==> src/hdl/cfd_pkg.sv <==
package cfd_pkg;

    localparam int SIZE_W = 17;
    localparam int BYTE_W = 8;
    localparam int STATUS_W = 2;

    localparam logic [BYTE_W-1:0] START_BYTE = 8'hAA;
    localparam logic [SIZE_W-1:0] OVERHEAD_BYTES = 17'd4;
    localparam logic [SIZE_W-1:0] MAX_FRAME_RESET = 17'd100;

    localparam logic KIND_BODY = 1'b0;
    localparam logic KIND_END = 1'b1;

    localparam logic [STATUS_W-1:0] STATUS_OK = 2'd0;
    localparam logic [STATUS_W-1:0] STATUS_BAD_SUM = 2'd1;
    localparam logic [STATUS_W-1:0] STATUS_OVERSIZE = 2'd2;

    // One registered received byte handed from the input stage to the engine
    typedef struct packed {
        logic              valid;
        logic [BYTE_W-1:0] rx_byte;
    } stage_t;

    // One result item
    typedef struct packed {
        logic                item_kind;
        logic [BYTE_W-1:0]   body_byte;
        logic                is_opcode;
        logic [STATUS_W-1:0] frame_status;
        logic [SIZE_W-1:0]   frame_size;
    } item_t;

endpackage

==> src/hdl/cfd_byte_if.sv <==
interface cfd_byte_if;
    logic                       valid;
    logic                       ready;
    logic [cfd_pkg::BYTE_W-1:0] rx_byte;

    modport source (output valid, output rx_byte, input ready);
    modport sink (input valid, input rx_byte, output ready);
endinterface

==> src/hdl/cfd_item_if.sv <==
interface cfd_item_if;
    logic                         valid;
    logic                         ready;
    logic                         item_kind;
    logic [cfd_pkg::BYTE_W-1:0]   body_byte;
    logic                         is_opcode;
    logic [cfd_pkg::STATUS_W-1:0] frame_status;
    logic [cfd_pkg::SIZE_W-1:0]   frame_size;

    modport source (output valid, output item_kind, output body_byte, output is_opcode,
                    output frame_status, output frame_size, input ready);
    modport sink (input valid, input item_kind, input body_byte, input is_opcode,
                  input frame_status, input frame_size, output ready);
endinterface

==> src/hdl/cfd_in_stage.sv <==
module cfd_in_stage (
    input  logic            clk,
    input  logic            rst_n,
    cfd_byte_if.sink        in_bytes,
    input  logic            take,
    output cfd_pkg::stage_t stage
);

    logic                       vld_reg;
    logic                       vld_next;
    logic [cfd_pkg::BYTE_W-1:0] byte_reg;
    logic [cfd_pkg::BYTE_W-1:0] byte_next;
    logic                       accept;

    // Accept a new request when the register is empty or drains this cycle
    assign in_bytes.ready = !vld_reg || take;
    assign accept = in_bytes.valid && in_bytes.ready;

    always_comb
    begin
        vld_next = vld_reg;
        byte_next = byte_reg;
        if (accept)
        begin
            vld_next = 1'b1;
            byte_next = in_bytes.rx_byte;
        end
        else if (take)
        begin
            vld_next = 1'b0;
        end
    end

    always_ff @(posedge clk or negedge rst_n)
    begin
        if (!rst_n)
        begin
            vld_reg <= 1'b0;
        end
        else
        begin
            vld_reg <= vld_next;
        end
    end

    // Hold the byte payload; no reset needed
    always_ff @(posedge clk)
    begin
        byte_reg <= byte_next;
    end

    assign stage.valid = vld_reg;
    assign stage.rx_byte = byte_reg;

endmodule

==> src/hdl/cfd_engine.sv <==
module cfd_engine (
    input  logic                       clk,
    input  logic                       rst_n,
    input  logic                       cfg_we,
    input  logic [cfd_pkg::SIZE_W-1:0] cfg_wdata,
    input  cfd_pkg::stage_t            stage,
    output logic                       take,
    cfd_item_if.source                 out_items
);

    typedef enum logic [2:0] {
        PH_HUNT,
        PH_LEN_HI,
        PH_LEN_LO,
        PH_BODY,
        PH_CHECK,
        PH_SWALLOW
    } phase_t;

    phase_t                       phase_reg;
    phase_t                       phase_next;
    logic [cfd_pkg::SIZE_W-1:0]   expected_size_reg;
    logic [cfd_pkg::SIZE_W-1:0]   expected_size_next;
    logic [cfd_pkg::SIZE_W-1:0]   bytes_seen_reg;
    logic [cfd_pkg::SIZE_W-1:0]   bytes_seen_next;
    logic [cfd_pkg::BYTE_W-1:0]   running_sum_reg;
    logic [cfd_pkg::BYTE_W-1:0]   running_sum_next;
    logic [cfd_pkg::SIZE_W-1:0]   max_frame_reg;
    logic [cfd_pkg::SIZE_W-1:0]   max_frame_next;
    logic                         out_vld_reg;
    logic                         out_vld_next;
    cfd_pkg::item_t               out_reg;
    cfd_pkg::item_t               out_next;

    logic                         room;
    logic [cfd_pkg::BYTE_W-1:0]   b;
    logic [cfd_pkg::BYTE_W-1:0]   sum_add;
    logic [cfd_pkg::SIZE_W-1:0]   bytes_inc;
    logic [cfd_pkg::SIZE_W-1:0]   len_size;
    logic                         body_last;
    logic                         emit;
    cfd_pkg::item_t               item;

    // Take a byte when the result register is free or drains this cycle
    assign room = !out_vld_reg || out_items.ready;
    assign take = stage.valid && room;

    assign b = stage.rx_byte;
    assign sum_add = running_sum_reg + b;
    assign bytes_inc = bytes_seen_reg + 17'd1;
    assign len_size = {1'b0, expected_size_reg[15:8], b} + cfd_pkg::OVERHEAD_BYTES;
    assign body_last = ({1'b0, bytes_inc} + 18'd1) >= {1'b0, expected_size_reg};

    // Advance the frame state for one byte and build its result
    always_comb
    begin
        phase_next = phase_reg;
        expected_size_next = expected_size_reg;
        bytes_seen_next = bytes_seen_reg;
        running_sum_next = running_sum_reg;
        emit = 1'b0;
        item = '0;
        case (phase_reg)
            PH_LEN_HI:
            begin
                expected_size_next = {1'b0, b, 8'd0};
                running_sum_next = b;
                bytes_seen_next = 17'd2;
                phase_next = PH_LEN_LO;
            end
            PH_LEN_LO:
            begin
                expected_size_next = len_size;
                running_sum_next = sum_add;
                bytes_seen_next = 17'd3;
                if (len_size > max_frame_reg)
                begin
                    phase_next = PH_SWALLOW;
                end
                else if (len_size == cfd_pkg::OVERHEAD_BYTES)
                begin
                    phase_next = PH_CHECK;
                end
                else
                begin
                    phase_next = PH_BODY;
                end
            end
            PH_BODY:
            begin
                running_sum_next = sum_add;
                bytes_seen_next = bytes_inc;
                if (body_last)
                begin
                    phase_next = PH_CHECK;
                end
                emit = 1'b1;
                item.item_kind = cfd_pkg::KIND_BODY;
                item.body_byte = b;
                item.is_opcode = (bytes_seen_reg == 17'd3);
            end
            PH_CHECK:
            begin
                running_sum_next = sum_add;
                bytes_seen_next = bytes_inc;
                phase_next = PH_HUNT;
                emit = 1'b1;
                item.item_kind = cfd_pkg::KIND_END;
                item.frame_status = (sum_add == '0) ? cfd_pkg::STATUS_OK
                                                    : cfd_pkg::STATUS_BAD_SUM;
                item.frame_size = expected_size_reg;
            end
            PH_SWALLOW:
            begin
                bytes_seen_next = bytes_inc;
                if (bytes_inc >= expected_size_reg)
                begin
                    phase_next = PH_HUNT;
                    emit = 1'b1;
                    item.item_kind = cfd_pkg::KIND_END;
                    item.frame_status = cfd_pkg::STATUS_OVERSIZE;
                    item.frame_size = expected_size_reg;
                end
            end
            default:
            begin
                if (b == cfd_pkg::START_BYTE)
                begin
                    phase_next = PH_LEN_HI;
                    bytes_seen_next = 17'd1;
                    running_sum_next = '0;
                end
                else
                begin
                    phase_next = PH_HUNT;
                end
            end
        endcase
    end

    // Select what each register loads this cycle
    always_comb
    begin
        max_frame_next = cfg_we ? cfg_wdata : max_frame_reg;
        out_vld_next = out_vld_reg;
        out_next = out_reg;
        if (out_items.ready)
        begin
            out_vld_next = 1'b0;
        end
        if (take && emit)
        begin
            out_vld_next = 1'b1;
            out_next = item;
        end
    end

    always_ff @(posedge clk or negedge rst_n)
    begin
        if (!rst_n)
        begin
            phase_reg <= PH_HUNT;
            expected_size_reg <= '0;
            bytes_seen_reg <= '0;
            running_sum_reg <= '0;
            max_frame_reg <= cfd_pkg::MAX_FRAME_RESET;
            out_vld_reg <= 1'b0;
            out_reg <= '0;
        end
        else
        begin
            if (take)
            begin
                phase_reg <= phase_next;
                expected_size_reg <= expected_size_next;
                bytes_seen_reg <= bytes_seen_next;
                running_sum_reg <= running_sum_next;
            end
            max_frame_reg <= max_frame_next;
            out_vld_reg <= out_vld_next;
            out_reg <= out_next;
        end
    end

    assign out_items.valid = out_vld_reg;
    assign out_items.item_kind = out_reg.item_kind;
    assign out_items.body_byte = out_reg.body_byte;
    assign out_items.is_opcode = out_reg.is_opcode;
    assign out_items.frame_status = out_reg.frame_status;
    assign out_items.frame_size = out_reg.frame_size;

endmodule

==> src/hdl/command_frame_deframer_core.sv <==
// Deframes length-prefixed command frames from a byte stream: bytes are dropped until the
// start byte 0xAA, then a big-endian 16-bit length, the body (opcode first) and a checksum
// byte follow. Each body byte of a frame within the size limit leaves as one item, and one
// end item per frame gives the status (ok, bad checksum, oversize) and the total size,
// length plus 4. Frames larger than cfg_wdata (written with cfg_we while idle, reset 100)
// are swallowed and end as oversize. One byte is taken every cycle while the result side
// keeps up; a byte passes an input register and the frame engine, and its result is held
// in the output register until it is taken.

module command_frame_deframer_core (
    input  logic                       clk,
    input  logic                       rst_n,
    input  logic                       cfg_we,
    input  logic [cfd_pkg::SIZE_W-1:0] cfg_wdata,
    cfd_byte_if.sink                   in_bytes,
    cfd_item_if.source                 out_items
);

    cfd_pkg::stage_t stage;
    logic            take;

    cfd_in_stage u_in_stage (
        .clk      (clk),
        .rst_n    (rst_n),
        .in_bytes (in_bytes),
        .take     (take),
        .stage    (stage)
    );

    cfd_engine u_engine (
        .clk       (clk),
        .rst_n     (rst_n),
        .cfg_we    (cfg_we),
        .cfg_wdata (cfg_wdata),
        .stage     (stage),
        .take      (take),
        .out_items (out_items)
    );

endmodule

==> src/flat_wrapper.sv <==
// flat-port wrapper written by rule: the top's interface ports become plain ports
module command_frame_deframer_core_flat 
  (clk, rst_n, cfg_we, cfg_wdata, in_bytes_valid, in_bytes_rx_byte, in_bytes_ready, out_items_valid, out_items_item_kind, out_items_body_byte, out_items_is_opcode, out_items_frame_status, out_items_frame_size, out_items_ready);
  cfd_byte_if in_bytes_i ();
  cfd_item_if out_items_i ();
  input  logic clk;
  input  logic rst_n;
  input  logic cfg_we;
  input  logic [cfd_pkg::SIZE_W-1:0] cfg_wdata;
  input wire logic [$bits(in_bytes_i.valid)-1:0] in_bytes_valid;
  input wire logic [$bits(in_bytes_i.rx_byte)-1:0] in_bytes_rx_byte;
  output wire logic [$bits(in_bytes_i.ready)-1:0] in_bytes_ready;
  output wire logic [$bits(out_items_i.valid)-1:0] out_items_valid;
  output wire logic [$bits(out_items_i.item_kind)-1:0] out_items_item_kind;
  output wire logic [$bits(out_items_i.body_byte)-1:0] out_items_body_byte;
  output wire logic [$bits(out_items_i.is_opcode)-1:0] out_items_is_opcode;
  output wire logic [$bits(out_items_i.frame_status)-1:0] out_items_frame_status;
  output wire logic [$bits(out_items_i.frame_size)-1:0] out_items_frame_size;
  input wire logic [$bits(out_items_i.ready)-1:0] out_items_ready;
  assign in_bytes_i.valid = in_bytes_valid;
  assign in_bytes_i.rx_byte = in_bytes_rx_byte;
  assign in_bytes_ready = in_bytes_i.ready;
  assign out_items_valid = out_items_i.valid;
  assign out_items_item_kind = out_items_i.item_kind;
  assign out_items_body_byte = out_items_i.body_byte;
  assign out_items_is_opcode = out_items_i.is_opcode;
  assign out_items_frame_status = out_items_i.frame_status;
  assign out_items_frame_size = out_items_i.frame_size;
  assign out_items_i.ready = out_items_ready;
  command_frame_deframer_core u_core (.clk(clk), .rst_n(rst_n), .cfg_we(cfg_we), .cfg_wdata(cfg_wdata), .in_bytes(in_bytes_i), .out_items(out_items_i));
endmodule
==> config.mk <==
export PLATFORM = sky130hd
export DESIGN_NAME = command_frame_deframer_core_flat
export DESIGN_NICKNAME = d
export VERILOG_FILES = /design/src/hdl/cfd_pkg.sv /design/src/hdl/cfd_byte_if.sv /design/src/hdl/cfd_item_if.sv /design/src/hdl/cfd_in_stage.sv /design/src/hdl/cfd_engine.sv /design/src/hdl/command_frame_deframer_core.sv /design/src/flat_wrapper.sv
export SDC_FILE = /design/constraint.sdc
export NUM_CORES = 1
export LEC_CHECK = 0
export BUFFER_PORTS_ARGS = -buffer_cell sky130_fd_sc_hd__buf_4
export CORE_ASPECT_RATIO = 1.25
export CORE_MARGIN = 2
export CORE_UTILIZATION = 25
export DETAILED_ROUTE_END_ITERATION = 7
export GPL_ROUTABILITY_DRIVEN = 0
export PLACE_DENSITY = 0.43
export SYNTH_ARGS = -nofsm -noshare
export SYNTH_HDL_FRONTEND = slang
export SYNTH_SLANG_ARGS = --single-unit
export TNS_END_PERCENT = 100
==> constraint.sdc <==
create_clock -name clk -period 5.15 [get_ports clk]
set_input_delay 0.2575 -clock clk [delete_from_list [all_inputs] [get_ports clk]]
set_output_delay 0.2575 -clock clk [all_outputs]
set_load 0.01 [all_outputs]
Word-level counts from Yosys, hierarchy flattened
Cells that the tools add are included.

Add/sub/neg operators: 4. Multiply operators: 0. Div/mod/pow operators: 0. Magnitude comparators: 3. Equal/unequal tests: 10. Shifts and indexed selects: 0. Muxes and demuxes: 22. Bitwise logic cells: 1. Reductions and logical operators: 20.

Operators by type and width (count): 17-bit one-hot mux with 3 select lines (1); 19-bit one-hot mux with 2 select lines (1); 17-bit one-hot mux with 2 select lines (1); 8-bit one-hot mux with 3 select lines (1); 19-bit 2-to-1 mux (1); 17-bit by 1-bit adder with 18-bit output, second input constant (1); 18-bit by 17-bit >= comparator with 1-bit output (1); 16-bit by 3-bit adder with 17-bit output, second input constant (1); 17-bit by 1-bit adder with 17-bit output, second input constant (1); 17-bit by 2-bit equality test with 1-bit output, second input constant (1); 17-bit by 3-bit equality test with 1-bit output, second input constant (1); 17-bit >= comparator (1); 17-bit > comparator (1); 17-bit 2-to-1 mux (1); 3-bit one-hot mux with 5 select lines (1); 3-bit 2-to-1 mux (4); 9-bit 2-to-1 mux (1); 8-bit adder (1); 8-bit equality test, second input constant (1); 8-bit logical NOT (1); 8-bit 2-to-1 mux (1); 1-bit 2-to-1 mux (7); 3-bit by 2-bit equality test with 1-bit output, second input constant (2); 3-bit equality test, second input constant (2); 14 further kinds (25).

Flip-flop bits (word level): 101. Bits in latches: 0. Memory bits (writable): 0. Bits in read-only memories: 0. Input bits: 30. Output and inout bits: 31. Word-level logic and storage cells: 73. Memories kept: 0.

Depth between registers and ports, before layout
Gate-level depths: netlist (run 1).

Depth after elaboration: 6. Mapped depth: 19. Gate-level depth less buffers: 18.

Cells and area by module
Synthesis (run 1) repeated with hierarchy kept, for this count alone.

Cells, all modules: 757. Area, all modules: 6859.1 um^2.

By module, submodules not included: cfd_engine (times used 1, cells an instance 744, area an instance 6557.5 um^2, sequential area each 2306.0 um^2); cfd_in_stage (times used 1, cells an instance 13, area an instance 301.5 um^2, sequential area each 265.3 um^2).

Worst setup path before layout (run 1)
Ideal clock, no wire load.

Path kind: reg-to-reg. Start: register u_core.u_engine.bytes_seen_reg[1] in the netlist's numbering. End: register u_core.u_engine.phase_reg[2]. Library setup time: 143 ps. Data arrival time: 3742 ps. Required time: 5007 ps. Slack: 1265 ps. Cell stages (with the launch flop): 18. Path buffers: 1. Clock period less this slack: 3885 ps. Path through: dfrtp_1 > ha_1 > buf_2 > a21o_1 > nor2_1 > o21a_1 > o21ai_0 > or3_1 > or4_1 > nor4_1 > xnor2_1 > ha_1 > a211oi_1 > nor2_1 > a31oi_1 > o41ai_4 > a31oi_1 > a31oi_1.

Cells in the longest elaborated chain, start to end: 5. Elaborated cells on any way between the ends: 7. Those cells by class: add/sub: 2; order compare: 2; eq/ne: 2; reduce/logical: 1.

Ends and longest elaborated chain: start, declared (line cfd_engine.sv:24) `logic [cfd_pkg::SIZE_W-1:0] bytes_seen_reg;`; start signal, assigned (line cfd_engine.sv:176) `bytes_seen_reg <= bytes_seen_next;`; 17-bit by 1-bit adder with 17-bit output (*) (line cfd_engine.sv:50) `assign bytes_inc = bytes_seen_reg + 17'd1;`; 17-bit by 1-bit adder with 18-bit output (line cfd_engine.sv:52) `assign body_last = ({1'b0, bytes_inc} + 18'd1) >= {1'b0, expected_size_reg};`; 18-bit by 17-bit >= comparator with 1-bit output (line cfd_engine.sv:52); 2-bit != test (no source line); 3-bit AND reduction (no source line) (*); end signal, assigned (line cfd_engine.sv:174) `phase_reg <= phase_next;`; end, declared (line cfd_engine.sv:20) `phase_t phase_reg;`.

Every way passes the cells marked *; elsewhere a longest branch is shown, timed or not. A chain may end at the register's enable or synchronous reset.

Final worst setup path (run 1)
Start: register u_core.u_engine.bytes_seen_reg[0] in the netlist's numbering. End: register u_core.u_engine.phase_reg[2].

The elaborated chain is that of the path after synthesis.

==> results.toml, run 1 <==
[run_status]
outcome = "finished with violations"
violations = "negative hold slack"

[layout]
instances_no_fill = 1146
area_growth_pct = 16.5
drive_above_1_share_pct = 12.8
postLayoutCellArea_um2 = 7780
num-fill-cells = 2811
final_nets = 895
antennaDiodeCount = 0

[clocking]
tritoncts = "yes"
post_cts_resized = 0
clk_pin_slew_ns = 0.08
postCtsSetupBuffers = 0
cts.sink_count = 101
cts_buffers = 9
holdBufCountCts = 0
cts_max_path_buffers = 2
clk_root_buffer_cell = "clkbuf_16"
clk_latency_ns = 0.36
h-tree-depth = 3

[critical_path]
path_class = "flip-flop to flip-flop"
cp-start-kind = "flip-flop"
cp.arrival_ns = 4.74
cp_max_fo = 13
critical_path_required_ns = 5.36
cp-end-kind = "flip-flop"

[die]
die_area_um2 = 28000
die_w_um = 150
io_pins = 61
num_rows = 66
core_area_um2 = 26200
start_util_pct = 25.5
die_h_um = 187

[synth]
syn_inst = 755
syn_area_um2 = 6680
synth_top_area_share_pct = 33.7
synth-main-ff-cell = "dfrtp_1"
ys_types = 68
yosys_warnings = 0
syn_nets = 849
async_flop_share_pct = 92.1
synthTopCellsByCount = "dfrtp_1, o21ai_0, nand2_1"
synth_most_common_cell = "dfrtp_1"
synth_largest_area_cell = "dfrtp_1"
ys_seq_elements = 101
synth_area_leaders = "dfrtp_1, ha_1, o21ai_0"
synth_seq_area_share_pct = 38.5
avgSynthCellArea_um2 = 8.84
synth_edf_count = 8

[detailed_routing]
ant_nets = 0
drt_iter0_drc = 268
drt-pass1-iter-count = 4
wl_per_cell_um = 16.9
drc = 0
via_per_inst = 4.88
vias = 5589
detail_route.wirelength_mm = 19.4

[sta]
finalHoldViolCount = 5
slew_viol_final = 0
finalSetupTns_ns = 0
setup_slack_ns = 0.619
worst_clock_skew_ns = 0.0107
worst_pin_slew_ns = 0.874
fmax_mhz = 221
whs_ns = -0.00578
fin_crit_ns = 4.53
rsz0062_at_grt = "no"
slew_headroom_pct = 41.7
setup_viol = 0
timing.final.crit_share_pct = 88.0

[placement]
placed_cells = 1130
dp_hpwl_mm = 14.5
portBuffers = 60
dpl_cell_area_um2 = 7490
pre_cts_slack_ns = 0.673

[grt]
grt_max_degree = 62
track_usage_pct = 14.3
overflow = 0
grt_pass1_vias = 5569
antenna_found_initial = 0
grt_pass1_wl_mm = 31.2

[worst_hold_path]
hp-class = "primary input to async pin"

[run]
cap_violations = 0

[power]
ir_worst_vdd_uv = 141
p_leak_uw = 0.00369
powerDensity_nw_per_um2 = 301
-- power by group --
part	internal, uW	switching [uW]
logic	294	378
clock network	340	350
registers	884	95.9
total	1520	824
-- per-layer routing --
layer  share of wire (%)  GRT usage (%)  routed length, um  vias up
li1                    -              -                  -     2782
met1                  44           18.3               8500     2674
met2                  50           24.4               9640      108
met3                 4.0           2.05                783       25
met4                 2.4           4.93                465        0
met5                   0              0                  0        -
-- layout by cell type, fill, tap and decap left out, types with 3 or more instances in the layout --
cell type and instances:
and4_1 6, xnor2_1 35, o211ai_1 4, nand4_1 13
nand3_1 40, a21o_1 11, nand3b_1 3, ha_1 63
o21ai_1 3, nor3_1 12, o21ai_0 80, nor4b_1 3
nor4_1 8, and3_1 9, o22ai_1 11, clkbuf_16 9
buf_4 71, a21oi_1 30, dfstp_2 3, nor2_1 41
nor2b_1 5, xor2_1 13, or3_1 3, a31oi_1 8
inv_1 58, dfrtp_1 90, and2_1 6, nand2_1 79
o21bai_1 5, nand2b_1 7, a22oi_1 14, edfxtp_1 8
a211oi_1 6
-- worst max-delay path, cell delays in order, from the launching register on --
cell and delay [ns]:
dfrtp_1 0.62, ha_1 0.43, xnor2_1 0.21, nor3_1 0.31, and3_1 0.27, and3_1 0.17
o211ai_1 0.26, xnor2_1 0.24, ha_1 0.31, and4_1 0.22, a221o_1 0.30, a311o_1 0.32
a31oi_1 0.28, o41ai_4 0.18, a31oi_1 0.20, a31oi_1 0.06
-- per-stage QoR --
step | utilization [%] | total power (uW)
after floorplan | - | 1460
after global placement | 28.6 | 1680
after detailed placement | 28.6 | 1670
after CTS | 29.7 | 2380
after global routing | 29.7 | 2500
final | 29.7 | 2340
-- area by class of cell --
type	instances	area (um^2)	area share (%)
repair buffers	71	533	6.85
clock inverters	6	56.3	0.724
inverters	58	218	2.80
well taps	340	425	5.47
flip-flops and latches	101	2570	33.1
multi-input cells	560	3740	48.1
clock buffers	10	229	2.94
-- cells by family (layout without fill, tap and decap cells) --
kind of cell | after synthesis | after routing | synth area share (%)
adder cells (fa/ha/maj) | 65 | 65 | 12.3
XOR/XNOR | 48 | 48 | 6.30
AND/OR/NAND/NOR | 250 | 250 | 19.1
AO/OA/AOI/OAI | 195 | 195 | 18.1
buffers and inverters | 94 | 145 | 5.42
multiplexers | 2 | 2 | 0.319
flip-flops | 101 | 101 | 38.5
-- worst paths after layout --
check,startpoint,endpoint,slack [ns],cells past startpoint
hold reg to reg,u_core.u_engine.out_items.item_kind$_DFFE_PN0P_,u_core.u_engine.out_items.item_kind$_DFFE_PN0P_,0.50,2
setup / recovery,u_core.u_engine.bytes_seen_reg[0]$_DFFE_PN0P_,u_core.u_engine.phase_reg[2]$_DFFE_PN0P_,0.62,15
setup reg to reg,u_core.u_engine.bytes_seen_reg[0]$_DFFE_PN0P_,u_core.u_engine.phase_reg[2]$_DFFE_PN0P_,0.62,15
min in group clk,in_bytes_rx_byte[7],u_core.u_in_stage.byte_reg[7]$_DFFE_PP_,0.07,1
max in group asynchronous,rst_n,u_core.u_engine.max_frame_reg[2]$_DFFE_PN1P_,4.12,2
hold / removal,rst_n,u_core.u_engine.out_items.body_byte[4]$_DFFE_PN0P_,-0.006,1
Note: power is estimated with default switching activity, not from simulation.
==> run 2, diff against run 1 <==
--- a/config.mk
+++ b/config.mk
@@ -8,10 +8,10 @@
 export BUFFER_PORTS_ARGS = -buffer_cell sky130_fd_sc_hd__buf_4
 export CORE_ASPECT_RATIO = 1.25
 export CORE_MARGIN = 2
-export CORE_UTILIZATION = 25
+export CORE_UTILIZATION = 60
 export DETAILED_ROUTE_END_ITERATION = 7
 export GPL_ROUTABILITY_DRIVEN = 0
-export PLACE_DENSITY = 0.43
+export PLACE_DENSITY = 0.83
 export SYNTH_ARGS = -nofsm -noshare
 export SYNTH_HDL_FRONTEND = slang
 export SYNTH_SLANG_ARGS = --single-unit
==> run 2 against run 1 <==
Compared with the run above:
- register-to-register slack worse by 0.04 ns
- combinational power grew 3.4%
- critical path type unchanged
- cell area fell by 4.0%
- die area shrank 57%
- highest routed layer unchanged
- hold slack gained 0.082 ns
- the flow now finishes without violations
==> results.toml, run 2 (synthesis gave the netlist of run 1 again) <==
[run_status]
outcome = "complete, no violations"

[layout]
drive_above_1_share_pct = 11.9
post-route-util_pct = 68.0
final_common_cell = "dfrtp_1"
final_nets = 889
area_growth_pct = 11.8
layout_common_cells = "dfrtp_1, o21ai_0, nand2_1, buf_4, ha_1"
antennaDiodeCount = 0

[sta]
slew_viol_final = 0
timing.final.crit_share_pct = 88.8
worst_pin_slew_ns = 1.32
setup_viol = 0
slew_headroom_pct = 11.0
finalHoldViolCount = 0
rsz0062_at_grt = "no"
worst_clock_skew_ns = 0.00880
fin_crit_ns = 4.57
finalSetupTns_ns = 0
fmax_mhz = 219
whs_ns = 0.0760

[placement]
portBuffers = 60
dp_hpwl_mm = 12.9

[critical_path]
cp-start-kind = "flip-flop"
cp_max_fo = 19
cp.arrival_ns = 4.82
cp-end-kind = "flip-flop"
critical_path_required_ns = 5.40
path_class = "flip-flop to flip-flop"

[detailed_routing]
wl_per_cell_um = 19.2
drt-pass1-iter-count = 6
drc = 0
via_per_inst = 6.46
vias = 6039
drt_iter0_drc = 595
detail_route.wirelength_mm = 18.0
ant_nets = 0

[die]
core_area_um2 = 11000
io_pins = 61
start_util_pct = 60.8
die_w_um = 98.4
die_area_um2 = 12000
num_rows = 43
die_h_um = 122

[power]
p_leak_uw = 0.00364
ir_worst_vdd_uv = 267
powerDensity_nw_per_um2 = 313

[clocking]
clk_latency_ns = 0.35
h-tree-depth = 3
clk_root_buffer_cell = "clkbuf_16"
post_cts_resized = 0
postCtsSetupBuffers = 0
tritoncts = "yes"
cts_buffers = 9
cts.sink_count = 101
cts_max_path_buffers = 2
holdBufCountCts = 1
clk_pin_slew_ns = 0.07

[grt]
grt_pass1_vias = 6036
overflow = 0
track_usage_pct = 30.7
grt_pass1_wl_mm = 29.3
antenna_found_initial = 0
grt_max_degree = 61

[worst_hold_path]
hp-class = "primary input to flip-flop"

[run]
cap_violations = 0
-- run 2: critical path, cell delays in order (launching register included) --
cell     delay [ns]
dfrtp_1        0.66
ha_1           0.45
nand4_1        0.23
nor3_4         0.34
nand3_1        0.13
xor2_1         0.38
inv_1          0.09
ha_1           0.32
a21oi_1        0.15
nor2b_1        0.06
o21ai_0        0.15
o21ai_0        0.11
nor3_1         0.45
a211o_1        0.43
buf_4          0.29
nand3_1        0.10
o21ai_0        0.11
-- run 2: worst paths after layout --
kind,from,endpoint,slack [ns],cells past startpoint
worst min-delay path,in_bytes_rx_byte[1],u_core.u_in_stage.byte_reg[1]$_DFFE_PP_,0.08,1
min in group asynchronous,rst_n,u_core.u_engine.bytes_seen_reg[6]$_DFFE_PN0P_,0.38,2
worst max-delay path,u_core.u_engine.bytes_seen_reg[0]$_DFFE_PN0P_,u_core.u_engine.out_items.body_byte[2]$_DFFE_PN0P_,0.58,16
worst max register to register,u_core.u_engine.bytes_seen_reg[0]$_DFFE_PN0P_,u_core.u_engine.out_items.body_byte[2]$_DFFE_PN0P_,0.58,16
max in group asynchronous,rst_n,u_core.u_engine.expected_size_reg[9]$_DFFE_PN0P_,3.65,3
worst min register to register,u_core.u_engine.out_items.item_kind$_DFFE_PN0P_,u_core.u_engine.out_items.item_kind$_DFFE_PN0P_,0.49,2
-- run 2: area by class of cell --
| cell class | instances | area (um^2) |
|---|---|---|
| Clock inverter | 7 | 50.0 |
| Tap cell | 135 | 169 |
| Multi-Input combinational cell | 560 | 3740 |
| Clock buffer | 9 | 225 |
| Fill cell | 872 | 3510 |
| Sequential cell | 101 | 2570 |
| Timing Repair Buffer | 65 | 490 |
| Inverter | 58 | 218 |
-- run 2: through the flow --
| stage | setup slack [ns] | power [uW] | area, um^2 | std cells |
|---|---|---|---|---|
| after global placement | 0.929 | 1610 | 7180 | 918 |
| after detailed placement | 0.755 | 1660 | 7180 | 918 |
| after global routing | 0.170 | 2460 | 7470 | 935 |
| after CTS | 0.700 | 2320 | 7470 | 935 |
| after floorplan | 1.27 | 1460 | 6680 | 755 |
| final | 0.576 | 2340 | 7470 | 935 |
-- run 2: routing by layer --
metal	wire length (um)	track usage, %	vias to the layer above
met4	1030	18.9	0
met2	9180	54.3	330
li1	-	-	2758
met1	6550	34.9	2855
met5	0	0	-
met3	1220	4.42	96
-- run 2: where the power goes --
group / switching [uW] / internal [uW]
combinational: 399 / 296
clock: 323 / 330
sequential: 103 / 884
